--- src/i2cbm_pkg.sv ---
// i2cbm_pkg: shared types and constants of the bit-level i2c master
`default_nettype none

package i2cbm_pkg;

	localparam int DATA_BITS = 8;
	localparam int BIT_IDX_W = 4;
	localparam int DELAY_W   = 10;
	localparam int CFG_IDX_W = 1;

	localparam logic [2:0] OP_TICK     = 3'd0;
	localparam logic [2:0] OP_START    = 3'd1;
	localparam logic [2:0] OP_STOP     = 3'd2;
	localparam logic [2:0] OP_WRITE    = 3'd3;
	localparam logic [2:0] OP_READ     = 3'd4;
	localparam logic [2:0] OP_WAIT_ACK = 3'd5;

	localparam logic [CFG_IDX_W-1:0] CFG_ACK_TIMEOUT   = 1'd0;
	localparam logic [CFG_IDX_W-1:0] CFG_TICKS_PER_US  = 1'd1;

	localparam logic [7:0] ACK_TIMEOUT_RST = 8'd250;
	localparam logic [7:0] TICKS_PER_US_RST = 8'd1;

	localparam logic [1:0] DLY_1US = 2'd0;
	localparam logic [1:0] DLY_2US = 2'd1;
	localparam logic [1:0] DLY_4US = 2'd2;

	typedef enum logic [14:0] {
		PH_IDLE  = 15'b000000000000001,
		PH_ST1   = 15'b000000000000010,
		PH_ST2   = 15'b000000000000100,
		PH_SP1   = 15'b000000000001000,
		PH_SP2   = 15'b000000000010000,
		PH_WA1   = 15'b000000000100000,
		PH_WA2   = 15'b000000001000000,
		PH_WPOLL = 15'b000000010000000,
		PH_WRLO  = 15'b000000100000000,
		PH_WRHI  = 15'b000001000000000,
		PH_WRTL  = 15'b000010000000000,
		PH_RDLO  = 15'b000100000000000,
		PH_RDHI  = 15'b001000000000000,
		PH_RALO  = 15'b010000000000000,
		PH_RAHI  = 15'b100000000000000
	} phase_t;

	typedef struct packed {
		logic [2:0]           operation;
		logic [DATA_BITS-1:0] tx_byte;
		logic                 send_ack;
		logic                 sda_sample;
	} cmd_word_t;

	typedef struct packed {
		logic                 scl_level;
		logic                 sda_driven;
		logic                 sda_level;
		logic                 busy_res;
		logic                 done_res;
		logic [DATA_BITS-1:0] read_data;
		logic                 ack_failed;
	} res_word_t;

endpackage

`default_nettype wire

--- src/i2c_bit_level_master.sv ---
// i2c_bit_level_master: bit-level i2c master sequencer, one word per timing tick
//
// cmd channel: one word per tick, carrying the sampled sda level and, while the
// sequencer is idle, a command (start, stop, write byte, read byte with ack or
// nack, wait for acknowledge). commands taken while busy are ignored.
// res channel: one word per cmd word, giving the pin levels after that tick,
// busy and done flags, the last read byte and the acknowledge failure flag.
// cfg channel: cfg_ready is always high; index 0 sets the acknowledge poll
// limit, index 1 the ticks per microsecond of bus delay. write only when idle.
// each taken word sits in the input register, and its result is then held in the result register.
// throughput: one word per clock while cmd_stall is low; the input register and the result register
// hold one word each, so a word is taken while a result waits to be taken.
// a stalled result holds; once both registers are full and the result is stalled, cmd_stall rises.
// reset: sequencer idle, scl high, sda driven high, poll limit 250,
// one tick per microsecond, read data and failure flag cleared.
`default_nettype none

module i2c_bit_level_master
	import i2cbm_pkg::*;
(
	input  wire logic                 clk,
	input  wire logic                 arst_n,
	input  wire logic                 cmd_valid,
	output logic                      cmd_stall,
	input  wire cmd_word_t            cmd_word,
	output logic                      res_valid,
	input  wire logic                 res_stall,
	output res_word_t                 res_word,
	input  wire logic                 cfg_valid,
	output logic                      cfg_ready,
	input  wire logic [CFG_IDX_W-1:0] cfg_index,
	input  wire logic [7:0]           cfg_data
);

	logic                 valid_s1;
	cmd_word_t            cmd_s1;
	logic                 res_valid_q;
	res_word_t            res_q;
	logic                 advance;

	logic [7:0]           ack_timeout_q;
	logic [7:0]           ticks_per_us_q;

	phase_t               phase_q, phase_d;
	logic [2:0]           active_cmd_q, active_cmd_d;
	logic [DELAY_W-1:0]   delay_q, delay_d, delay_dec;
	logic [BIT_IDX_W-1:0] bit_q, bit_d, bit_inc;
	logic [DATA_BITS-1:0] shift_q, shift_d;
	logic [7:0]           poll_q, poll_d;
	logic                 ack_choice_q, ack_choice_d;
	logic                 scl_q, scl_d;
	logic                 drv_q, drv_d;
	logic                 lvl_q, lvl_d;
	logic [DATA_BITS-1:0] rd_byte_q, rd_byte_d;
	logic                 fail_q, fail_d;
	logic                 done_d;

	function automatic logic [DELAY_W-1:0] delay_ticks(input logic [1:0] units,
			input logic [7:0] tpu);
		logic [7:0] d;
		d = (tpu == 8'd0) ? 8'd1 : tpu;
		return {{(DELAY_W-8){1'b0}}, d} << units;
	endfunction

	assign advance   = valid_s1 && (!res_valid_q || !res_stall);
	assign cmd_stall = valid_s1 && res_valid_q && res_stall;
	assign cfg_ready = 1'b1;
	assign res_valid = res_valid_q;
	assign res_word  = res_q;

	always_ff @(posedge clk or negedge arst_n) begin
		if (!arst_n) begin
			ack_timeout_q  <= ACK_TIMEOUT_RST;
			ticks_per_us_q <= TICKS_PER_US_RST;
		end else if (cfg_valid && cfg_ready) begin
			case (cfg_index)
				CFG_ACK_TIMEOUT:  ack_timeout_q  <= cfg_data;
				CFG_TICKS_PER_US: ticks_per_us_q <= cfg_data;
				default: ;
			endcase
		end
	end

	// input register
	always_ff @(posedge clk or negedge arst_n) begin
		if (!arst_n) begin
			valid_s1 <= 1'b0;
		end else if (!cmd_stall) begin
			valid_s1 <= cmd_valid;
		end
	end

	always_ff @(posedge clk) begin
		if (!cmd_stall && cmd_valid) begin
			cmd_s1 <= cmd_word;
		end
	end

	assign delay_dec = (delay_q != '0) ? delay_q - 1'b1 : delay_q;
	assign bit_inc   = bit_q + 1'b1;

	always_comb begin
		phase_d      = phase_q;
		active_cmd_d = active_cmd_q;
		delay_d      = delay_q;
		bit_d        = bit_q;
		shift_d      = shift_q;
		poll_d       = poll_q;
		ack_choice_d = ack_choice_q;
		scl_d        = scl_q;
		drv_d        = drv_q;
		lvl_d        = lvl_q;
		rd_byte_d    = rd_byte_q;
		fail_d       = fail_q;
		done_d       = 1'b0;

		if (phase_q == PH_IDLE) begin
			if (cmd_s1.operation >= OP_START && cmd_s1.operation <= OP_WAIT_ACK) begin
				active_cmd_d = cmd_s1.operation;
			end
			case (cmd_s1.operation)
				OP_START: begin
					scl_d = 1'b1; drv_d = 1'b1; lvl_d = 1'b1;
					delay_d = delay_ticks(DLY_4US, ticks_per_us_q);
					phase_d = PH_ST1;
				end
				OP_STOP: begin
					scl_d = 1'b0; drv_d = 1'b1; lvl_d = 1'b0;
					delay_d = delay_ticks(DLY_4US, ticks_per_us_q);
					phase_d = PH_SP1;
				end
				OP_WRITE: begin
					bit_d   = '0;
					scl_d   = 1'b0; drv_d = 1'b1;
					lvl_d   = cmd_s1.tx_byte[DATA_BITS-1];
					shift_d = {cmd_s1.tx_byte[DATA_BITS-2:0], 1'b0};
					delay_d = delay_ticks(DLY_2US, ticks_per_us_q);
					phase_d = PH_WRLO;
				end
				OP_READ: begin
					shift_d      = '0;
					bit_d        = '0;
					ack_choice_d = cmd_s1.send_ack;
					scl_d = 1'b0; drv_d = 1'b0; lvl_d = 1'b1;
					delay_d = delay_ticks(DLY_2US, ticks_per_us_q);
					phase_d = PH_RDLO;
				end
				OP_WAIT_ACK: begin
					fail_d  = 1'b0;
					drv_d   = 1'b0; lvl_d = 1'b1;
					delay_d = delay_ticks(DLY_1US, ticks_per_us_q);
					phase_d = PH_WA1;
				end
				default: ;
			endcase
		end else if (phase_q == PH_WPOLL) begin
			if (!cmd_s1.sda_sample) begin
				scl_d   = 1'b0;
				phase_d = PH_IDLE;
				done_d  = 1'b1;
			end else if (poll_q >= ack_timeout_q) begin
				fail_d  = 1'b1;
				scl_d = 1'b0; drv_d = 1'b1; lvl_d = 1'b0;
				delay_d = delay_ticks(DLY_4US, ticks_per_us_q);
				phase_d = PH_SP1;
			end else begin
				poll_d = poll_q + 1'b1;
			end
		end else begin
			delay_d = delay_dec;
			if (delay_dec == '0) begin
				case (phase_q)
					PH_ST1: begin
						scl_d = 1'b1; drv_d = 1'b1; lvl_d = 1'b0;
						delay_d = delay_ticks(DLY_4US, ticks_per_us_q);
						phase_d = PH_ST2;
					end
					PH_ST2: begin
						scl_d = 1'b0; drv_d = 1'b1; lvl_d = 1'b0;
						phase_d = PH_IDLE;
						done_d  = 1'b1;
					end
					PH_SP1: begin
						scl_d = 1'b1; drv_d = 1'b1; lvl_d = 1'b1;
						delay_d = delay_ticks(DLY_4US, ticks_per_us_q);
						phase_d = PH_SP2;
					end
					PH_SP2: begin
						phase_d = PH_IDLE;
						done_d  = 1'b1;
					end
					PH_WA1: begin
						scl_d = 1'b1; drv_d = 1'b0; lvl_d = 1'b1;
						delay_d = delay_ticks(DLY_1US, ticks_per_us_q);
						phase_d = PH_WA2;
					end
					PH_WA2: begin
						poll_d  = '0;
						phase_d = PH_WPOLL;
					end
					PH_WRLO: begin
						scl_d   = 1'b1;
						delay_d = delay_ticks(DLY_2US, ticks_per_us_q);
						phase_d = PH_WRHI;
					end
					PH_WRHI: begin
						scl_d   = 1'b0;
						delay_d = delay_ticks(DLY_2US, ticks_per_us_q);
						phase_d = PH_WRTL;
					end
					PH_WRTL: begin
						bit_d = bit_inc;
						if (bit_inc >= BIT_IDX_W'(DATA_BITS)) begin
							phase_d = PH_IDLE;
							done_d  = 1'b1;
						end else begin
							scl_d   = 1'b0; drv_d = 1'b1;
							lvl_d   = shift_q[DATA_BITS-1];
							shift_d = {shift_q[DATA_BITS-2:0], 1'b0};
							delay_d = delay_ticks(DLY_2US, ticks_per_us_q);
							phase_d = PH_WRLO;
						end
					end
					PH_RDLO: begin
						scl_d = 1'b1; drv_d = 1'b0; lvl_d = 1'b1;
						shift_d = {shift_q[DATA_BITS-2:0], cmd_s1.sda_sample};
						delay_d = delay_ticks(DLY_1US, ticks_per_us_q);
						phase_d = PH_RDHI;
					end
					PH_RDHI: begin
						bit_d = bit_inc;
						if (bit_inc < BIT_IDX_W'(DATA_BITS)) begin
							scl_d = 1'b0; drv_d = 1'b0; lvl_d = 1'b1;
							delay_d = delay_ticks(DLY_2US, ticks_per_us_q);
							phase_d = PH_RDLO;
						end else begin
							rd_byte_d = shift_q;
							scl_d = 1'b0; drv_d = 1'b1; lvl_d = !ack_choice_q;
							delay_d = delay_ticks(DLY_2US, ticks_per_us_q);
							phase_d = PH_RALO;
						end
					end
					PH_RALO: begin
						scl_d   = 1'b1;
						delay_d = delay_ticks(DLY_2US, ticks_per_us_q);
						phase_d = PH_RAHI;
					end
					PH_RAHI: begin
						scl_d   = 1'b0;
						phase_d = PH_IDLE;
						done_d  = 1'b1;
					end
					default: phase_d = PH_IDLE;
				endcase
			end
		end
	end

	always_ff @(posedge clk or negedge arst_n) begin
		if (!arst_n) begin
			phase_q      <= PH_IDLE;
			active_cmd_q <= OP_TICK;
			delay_q      <= '0;
			bit_q        <= '0;
			shift_q      <= '0;
			poll_q       <= '0;
			ack_choice_q <= 1'b0;
			scl_q        <= 1'b1;
			drv_q        <= 1'b1;
			lvl_q        <= 1'b1;
			rd_byte_q    <= '0;
			fail_q       <= 1'b0;
		end else if (advance) begin
			phase_q      <= phase_d;
			active_cmd_q <= active_cmd_d;
			delay_q      <= delay_d;
			bit_q        <= bit_d;
			shift_q      <= shift_d;
			poll_q       <= poll_d;
			ack_choice_q <= ack_choice_d;
			scl_q        <= scl_d;
			drv_q        <= drv_d;
			lvl_q        <= lvl_d;
			rd_byte_q    <= rd_byte_d;
			fail_q       <= fail_d;
		end
	end

	// result register
	always_ff @(posedge clk or negedge arst_n) begin
		if (!arst_n) begin
			res_valid_q <= 1'b0;
		end else if (advance) begin
			res_valid_q <= 1'b1;
		end else if (!res_stall) begin
			res_valid_q <= 1'b0;
		end
	end

	always_ff @(posedge clk) begin
		if (advance) begin
			res_q.scl_level  <= scl_d;
			res_q.sda_driven <= drv_d;
			res_q.sda_level  <= lvl_d;
			res_q.busy_res   <= (phase_d != PH_IDLE);
			res_q.done_res   <= done_d;
			res_q.read_data  <= rd_byte_d;
			res_q.ack_failed <= fail_d;
		end
	end

`ifndef SYNTHESIS
	a_done_not_busy: assert property (@(posedge clk) disable iff (!arst_n)
		res_valid_q |-> !(res_q.done_res && res_q.busy_res))
		else $error("done and busy together");

	a_released_high: assert property (@(posedge clk) disable iff (!arst_n)
		res_valid_q && !res_q.sda_driven |-> res_q.sda_level)
		else $error("released sda reported low");

	a_stall_needs_word: assert property (@(posedge clk) disable iff (!arst_n)
		cmd_stall |-> valid_s1 && res_valid_q)
		else $error("stall without both registers full");

	a_tick_stays_idle: assert property (@(posedge clk) disable iff (!arst_n)
		advance && phase_q == PH_IDLE && cmd_s1.operation == OP_TICK
		|=> phase_q == PH_IDLE && res_valid_q && !res_q.busy_res)
		else $error("plain tick left idle");

	a_busy_tracks_phase: assert property (@(posedge clk) disable iff (!arst_n)
		advance |=> res_q.busy_res == (phase_q != PH_IDLE))
		else $error("busy flag out of step with sequencer");
`endif

endmodule

`default_nettype wire

--- config.mk ---
export PLATFORM = sky130hd
export DESIGN_NAME = i2c_bit_level_master
export DESIGN_NICKNAME = d
export VERILOG_FILES = /design/src/i2cbm_pkg.sv /design/src/i2c_bit_level_master.sv
export SDC_FILE = /design/constraint.sdc
export NUM_CORES = 1
export LEC_CHECK = 0
export BUFFER_PORTS_ARGS = -buffer_cell sky130_fd_sc_hd__buf_2
export CORE_MARGIN = 3
export CORE_UTILIZATION = 66
export DETAILED_ROUTE_END_ITERATION = 8
export GPL_TIMING_DRIVEN = 0
export PLACE_DENSITY = 0.93
export SYNTH_ARGS = -nofsm -noshare
export SYNTH_HDL_FRONTEND = slang
export SYNTH_SLANG_ARGS = --single-unit
--- constraint.sdc ---
create_clock -name clk -period 7.8 [get_ports clk]
set_input_delay 1.56 -clock clk [delete_from_list [all_inputs] [get_ports clk]]
set_output_delay 1.56 -clock clk [all_outputs]
set_load 0.01 [all_outputs]
== Yosys cells after proc, flatten, opt, wreduce, memory -nomap -nowiden ==
Index checks and enable logic that the tools add are counted.
W data, S select, Z words.
Operators by class
  add/sub/neg operators: 3
  multiply operators: 0
  div/mod/pow operators: 0
  magnitude comparators: 3
  equality and inequality tests: 31
  shift operators: 0
  muxes and demuxes: 78
  bitwise logic cells: 2
  reduce and logical (&&, ||, !) cells: 40
Operators by type and width (count)
  $pmux W15 S10: 1
  $mux W8: 15
  $mux W15: 5
  $pmux W15 S5: 1
  $mux W10: 7
  $pmux W10 S4: 1
  $pmux W8 S2: 2
  $mux W1: 31
  $pmux W10 S3: 1
  $mux W4: 5
  $reduce_or A3 Y1: 6
  $eq A15 B1 Y1 const B: 1
  $eq A15 B10 Y1 const B: 1
  $eq A15 B11 Y1 const B: 1
  $eq A15 B12 Y1 const B: 1
  $eq A15 B13 Y1 const B: 1
  $eq A15 B14 Y1 const B: 1
  $eq A15 B15 Y1 const B: 1
  $eq A15 B2 Y1 const B: 1
  $eq A15 B3 Y1 const B: 1
  $eq A15 B4 Y1 const B: 1
  $eq A15 B5 Y1 const B: 1
  $eq A15 B6 Y1 const B: 1
  $eq A15 B7 Y1 const B: 1
  40 further kinds: 69
Word-level totals
  register bits: 103
  bits in latches: 0
  memory bits (writable): 0
  memory bits (read-only): 0
  bits of input ports: 27
  output and inout bits: 17
  memories kept: 0

== Longest topological paths before layout ==
  word-level depth: 8
  depth in mapped cells: 11

== Worst setup path after synthesis ==
No wires, ideal clock.
  path kind: input-to-reg
  start: in res_stall
  end: reg fail_q
  setup time: 0.125 ns
  arrival: 3.234 ns
  data required time: 7.675 ns
  setup slack: 4.441 ns
  stages on the path: 6
  buffers on the path: 2
  path through: nand2_1 > nand2_1 > clkinv_1 > buf_1 > clkbuf_1 > mux2_2
Between the ends
  word-level cells in the longest chain between the ends: 3
Ends and longest elaborated chain
  start: declaration: RTL line i2c_bit_level_master.sv:27  | input wire logic res_stall,
  $logic_not A1 Y1
  $logic_or A1 B1 Y1: RTL line i2c_bit_level_master.sv:65  | assign advance = valid_s1 && (!res_valid_q || !res_stall);
  $logic_and A1 B1 Y1: RTL line i2c_bit_level_master.sv:65
  named net advance: RTL line i2c_bit_level_master.sv:39  | logic advance;
  end signal: assignment: RTL line i2c_bit_level_master.sv:285  | fail_q <= fail_d;
  end: declaration: RTL line i2c_bit_level_master.sv:55  | logic fail_q, fail_d;
The timed path passes the listed nets, and every way through them passes these cells.
A chain may end at the register's enable or synchronous reset.

== Worst setup path after layout ==
  start: in res_stall
  end: reg phase_q[3]
Between the ends
  word-level cells in the longest chain between the ends: 3
Ends and longest elaborated chain
  $logic_not A1 Y1
  $logic_or A1 B1 Y1: RTL line i2c_bit_level_master.sv:65
  $logic_and A1 B1 Y1: RTL line i2c_bit_level_master.sv:65
  named net advance: RTL line i2c_bit_level_master.sv:39
  end signal: assignment: RTL line i2c_bit_level_master.sv:274  | phase_q <= phase_d;
  end: declaration: RTL line i2c_bit_level_master.sv:44  | phase_t phase_q, phase_d;
The timed path passes the listed nets, and every way through them passes these cells.

==> impl_metrics.ini <==
[status]
outcome = finished clean

[power_and_ir_drop]
cellPowerDensity_nw_per_um2 = 261
comb_power_share_pct = 43.1
p_seq_share_pct = 38.3
p_int_mw = 1.06
p_sw_mw = 0.749
p_sw_share_pct = 41.4
leakage_nw = 2.92
clockPowerShare_pct = 18.6
ir_worst_vdd_mv = 0.171

[critical_path]
cp-start-kind = input pin
crit_start = res_stall
cp.required_ns = 8.06
cp_max_fo = 23
r2r-end = poll_q[6]$_DFFE_PN0P_
crit_type = input pin to flop
crit_path_end_kind = flop
critPathCapture = phase_q[3]$_DFFE_PN0P_
r2r_slack_ns = 4.05
rr_startpoint = phase_q[1]$_DFFE_PN0P_
reg2regPathDepth = 10
worst_ep_arrival_time_ns = 4.36

[timing]
slew_headroom_pct = 5.30
period_minus_slack_ns = 4.10
finalSetupViolCount = 0
tightest_slew_ns = 1.42
fin_worst_skew_ns = 0.0148
rsz0062_at_grt = no
finalMaxSlewViolations = 0
finalSetupTns_ns = 0
period_share_pct = 52.6
final_hold_viol_count = 0
max_freq_mhz = 244

[cells_and_area]
n_antenna_cell = 0
drive_gt1_share_pct = 17.8
regArea_um2 = 2730
fill_cells = 672
fin_area_um2 = 6940
multi_input_area_um2 = 3350
syn2layout_area_growth_pct = 9.37
nets = 770

[synthesis]
seq_area_frac_synth_pct = 43.0
synth_area_um2 = 6340
synth_top_area_share_pct = 25.6
synthTopCellsByCount = nand2_1, dfrtp_1, o21ai_0
avgSynthCellArea_um2 = 9.35
postSynthCellCount = 678
async_reset_ff_share_pct = 73.8
synth_cell_types = 77
synth_area_leader_cell = dfrtp_1
synth_edf_count = 27
synth_flop_cell = dfrtp_1
synth-seq-cells = 103
yosys_warnings = 0
syn-num-nets = 716
synth.area.top_cells = dfrtp_1, edfxtp_1, mux2_2
synth.most_common_cell = nand2_1

[detailed_routing]
via_per_inst = 6.81
detail-route-antenna-nets = 0
drtPass1Iterations = 6
drc = 0
post_drt_wl_per_cell_um = 20.6
drt-total-wl_mm = 17.9
route.vias.total = 5895
drtIter0Drc = 666

[floorplanning]
io_pins = 44
start_util_pct = 68.3
dieArea_um2 = 10800
dieHeight_um = 104
fp.dieW_um = 104
core-area_um2 = 9280
num_rows = 35

[global_routing]
grt_pass1_vias = 5704
grt_start_max_net_pins = 45
antenna_found_initial = 0
grt_util_all_layers_pct = 33.4
grt_overflow = 0
grt_pass1_wl_mm = 29.1

[placement]
portBuffers = 42
dpl.hpwl_mm = 13.2
dpl_cell_area_um2 = 6740
gp_congestion = 1.01

[clock_network]
cts_tree = yes
cts_resized = 0
htreeDepth = 3
clockBufferDepth = 2
clock_latency_ns = 0.38
cts_setup_buffers = 0
cts-root-buf = clkbuf_8
cts_made_buffers = 9
cts_sinks = 103
clkSlewWorstSetupHoldPaths_ns = 0.11
ctsHoldBuffers = 0

[worst_hold_path]
min_path_type = flop to flop
hp-start = cmd_s1[1]$_DFFE_PP_

[flow_run]
max-cap-violations = 0
[logic make-up (layout without fill, tap and decap cells)]
group	after synthesis	in the layout	share of synthesized area, %
adder cells (fa/ha/maj)	11	11	2.17
AND/OR/NAND/NOR	256	256	21.4
buffers and inverters	67	126	4.14
other	1	1	0.0591
multiplexers	39	39	6.87
flip-flops	103	103	43.0
AO/OA/AOI/OAI	191	191	21.0
XOR/XNOR	10	10	1.38
[cells in the final DEF (no fill, tap or decap), types with 13 or more instances in the layout]
master,synthesis,final
o21ai_0,55,55
inv_1,19,19
a21o_1,13,13
nor3_1,18,18
nand4_1,14,14
buf_2,6,47
edfxtp_1,27,27
clkbuf_1,37,38
nand3_1,22,22
or3_1,18,18
a31oi_1,15,15
dfrtp_1,65,65
nand2_1,76,76
a21oi_1,34,34
mux2_2,36,36
nor2_1,42,42
[layout make-up]
type | count | area share, %
repair buffers | 43 | 3.35
flip-flops and latches | 103 | 39.3
well taps | 129 | 2.33
plain buffers | 47 | 2.71
clock inverters | 5 | 0.685
multi-input cells | 508 | 48.3
clock buffers | 11 | 2.20
inverters | 20 | 1.08
[critical path: stages]
cell	delay [ns]
buf_2	0.10
nand2_1	0.07
nand2_1	0.18
clkinv_1	0.26
buf_1	0.51
clkbuf_1	1.10
a21boi_0	0.31
o21bai_1	0.26
[stage by stage]
stage | instances | setup slack, ns | hold slack (ns) | power (mW) | utilization, %
floorplan | 678 | 4.44 | 0.454 | 1.26 | -
global placement | 849 | 3.57 | 0.464 | 1.43 | 72.3
detailed placement | 850 | 3.51 | 0.466 | 1.46 | 72.6
CTS | 866 | 3.88 | 0.488 | 1.79 | 74.7
global route | 866 | 3.65 | 0.513 | 1.91 | 74.7
finish | 866 | 3.70 | 0.483 | 1.81 | 74.7
[power groups by stage]
stage                     registers [mW]  clock network [mW]  logic (mW)
after floorplan                    0.689                   0       0.570
after detailed placement           0.701                   0       0.755
after CTS                          0.690               0.343       0.760
final                              0.693               0.337       0.779
after global placement             0.696                   0       0.734
after global routing               0.702               0.364       0.847
[layer usage]
metal	GRT usage [%]	up-vias	wire length (um)
li1	-	2647	-
met3	6.15	56	1920
met1	45.6	2809	6950
met4	10.6	0	456
met5	0	-	0
met2	54.5	383	8530
[worst min path at each step]
stage / end / slack (ns) / cells past startpoint
floorplan: ack_choice_q$_DFFE_PN0P_ / 0.45 / 1
global placement: ack_choice_q$_DFFE_PN0P_ / 0.46 / 1
detailed placement: ack_choice_q$_DFFE_PN0P_ / 0.47 / 1
CTS: ack_choice_q$_DFFE_PN0P_ / 0.49 / 1
global route: ack_choice_q$_DFFE_PN0P_ / 0.51 / 1
finish: ack_choice_q$_DFFE_PN0P_ / 0.48 / 1
[sequential cells by signal (all words and copies together) (netlist names)]
signal / cells
ticks_per_us_q: 8
res_valid: 1
cmd_s1: 13
rd_byte_q: 8
valid_s1: 1
ack_timeout_q: 8
shift_q: 8
lvl_q: 1
scl_q: 1
phase_q: 15
res_word: 14
bit_q: 4
ack_choice_q: 1
poll_q: 8
drv_q: 1
fail_q: 1
delay_q: 10
Note: power is estimated with default switching activity, not from simulation.
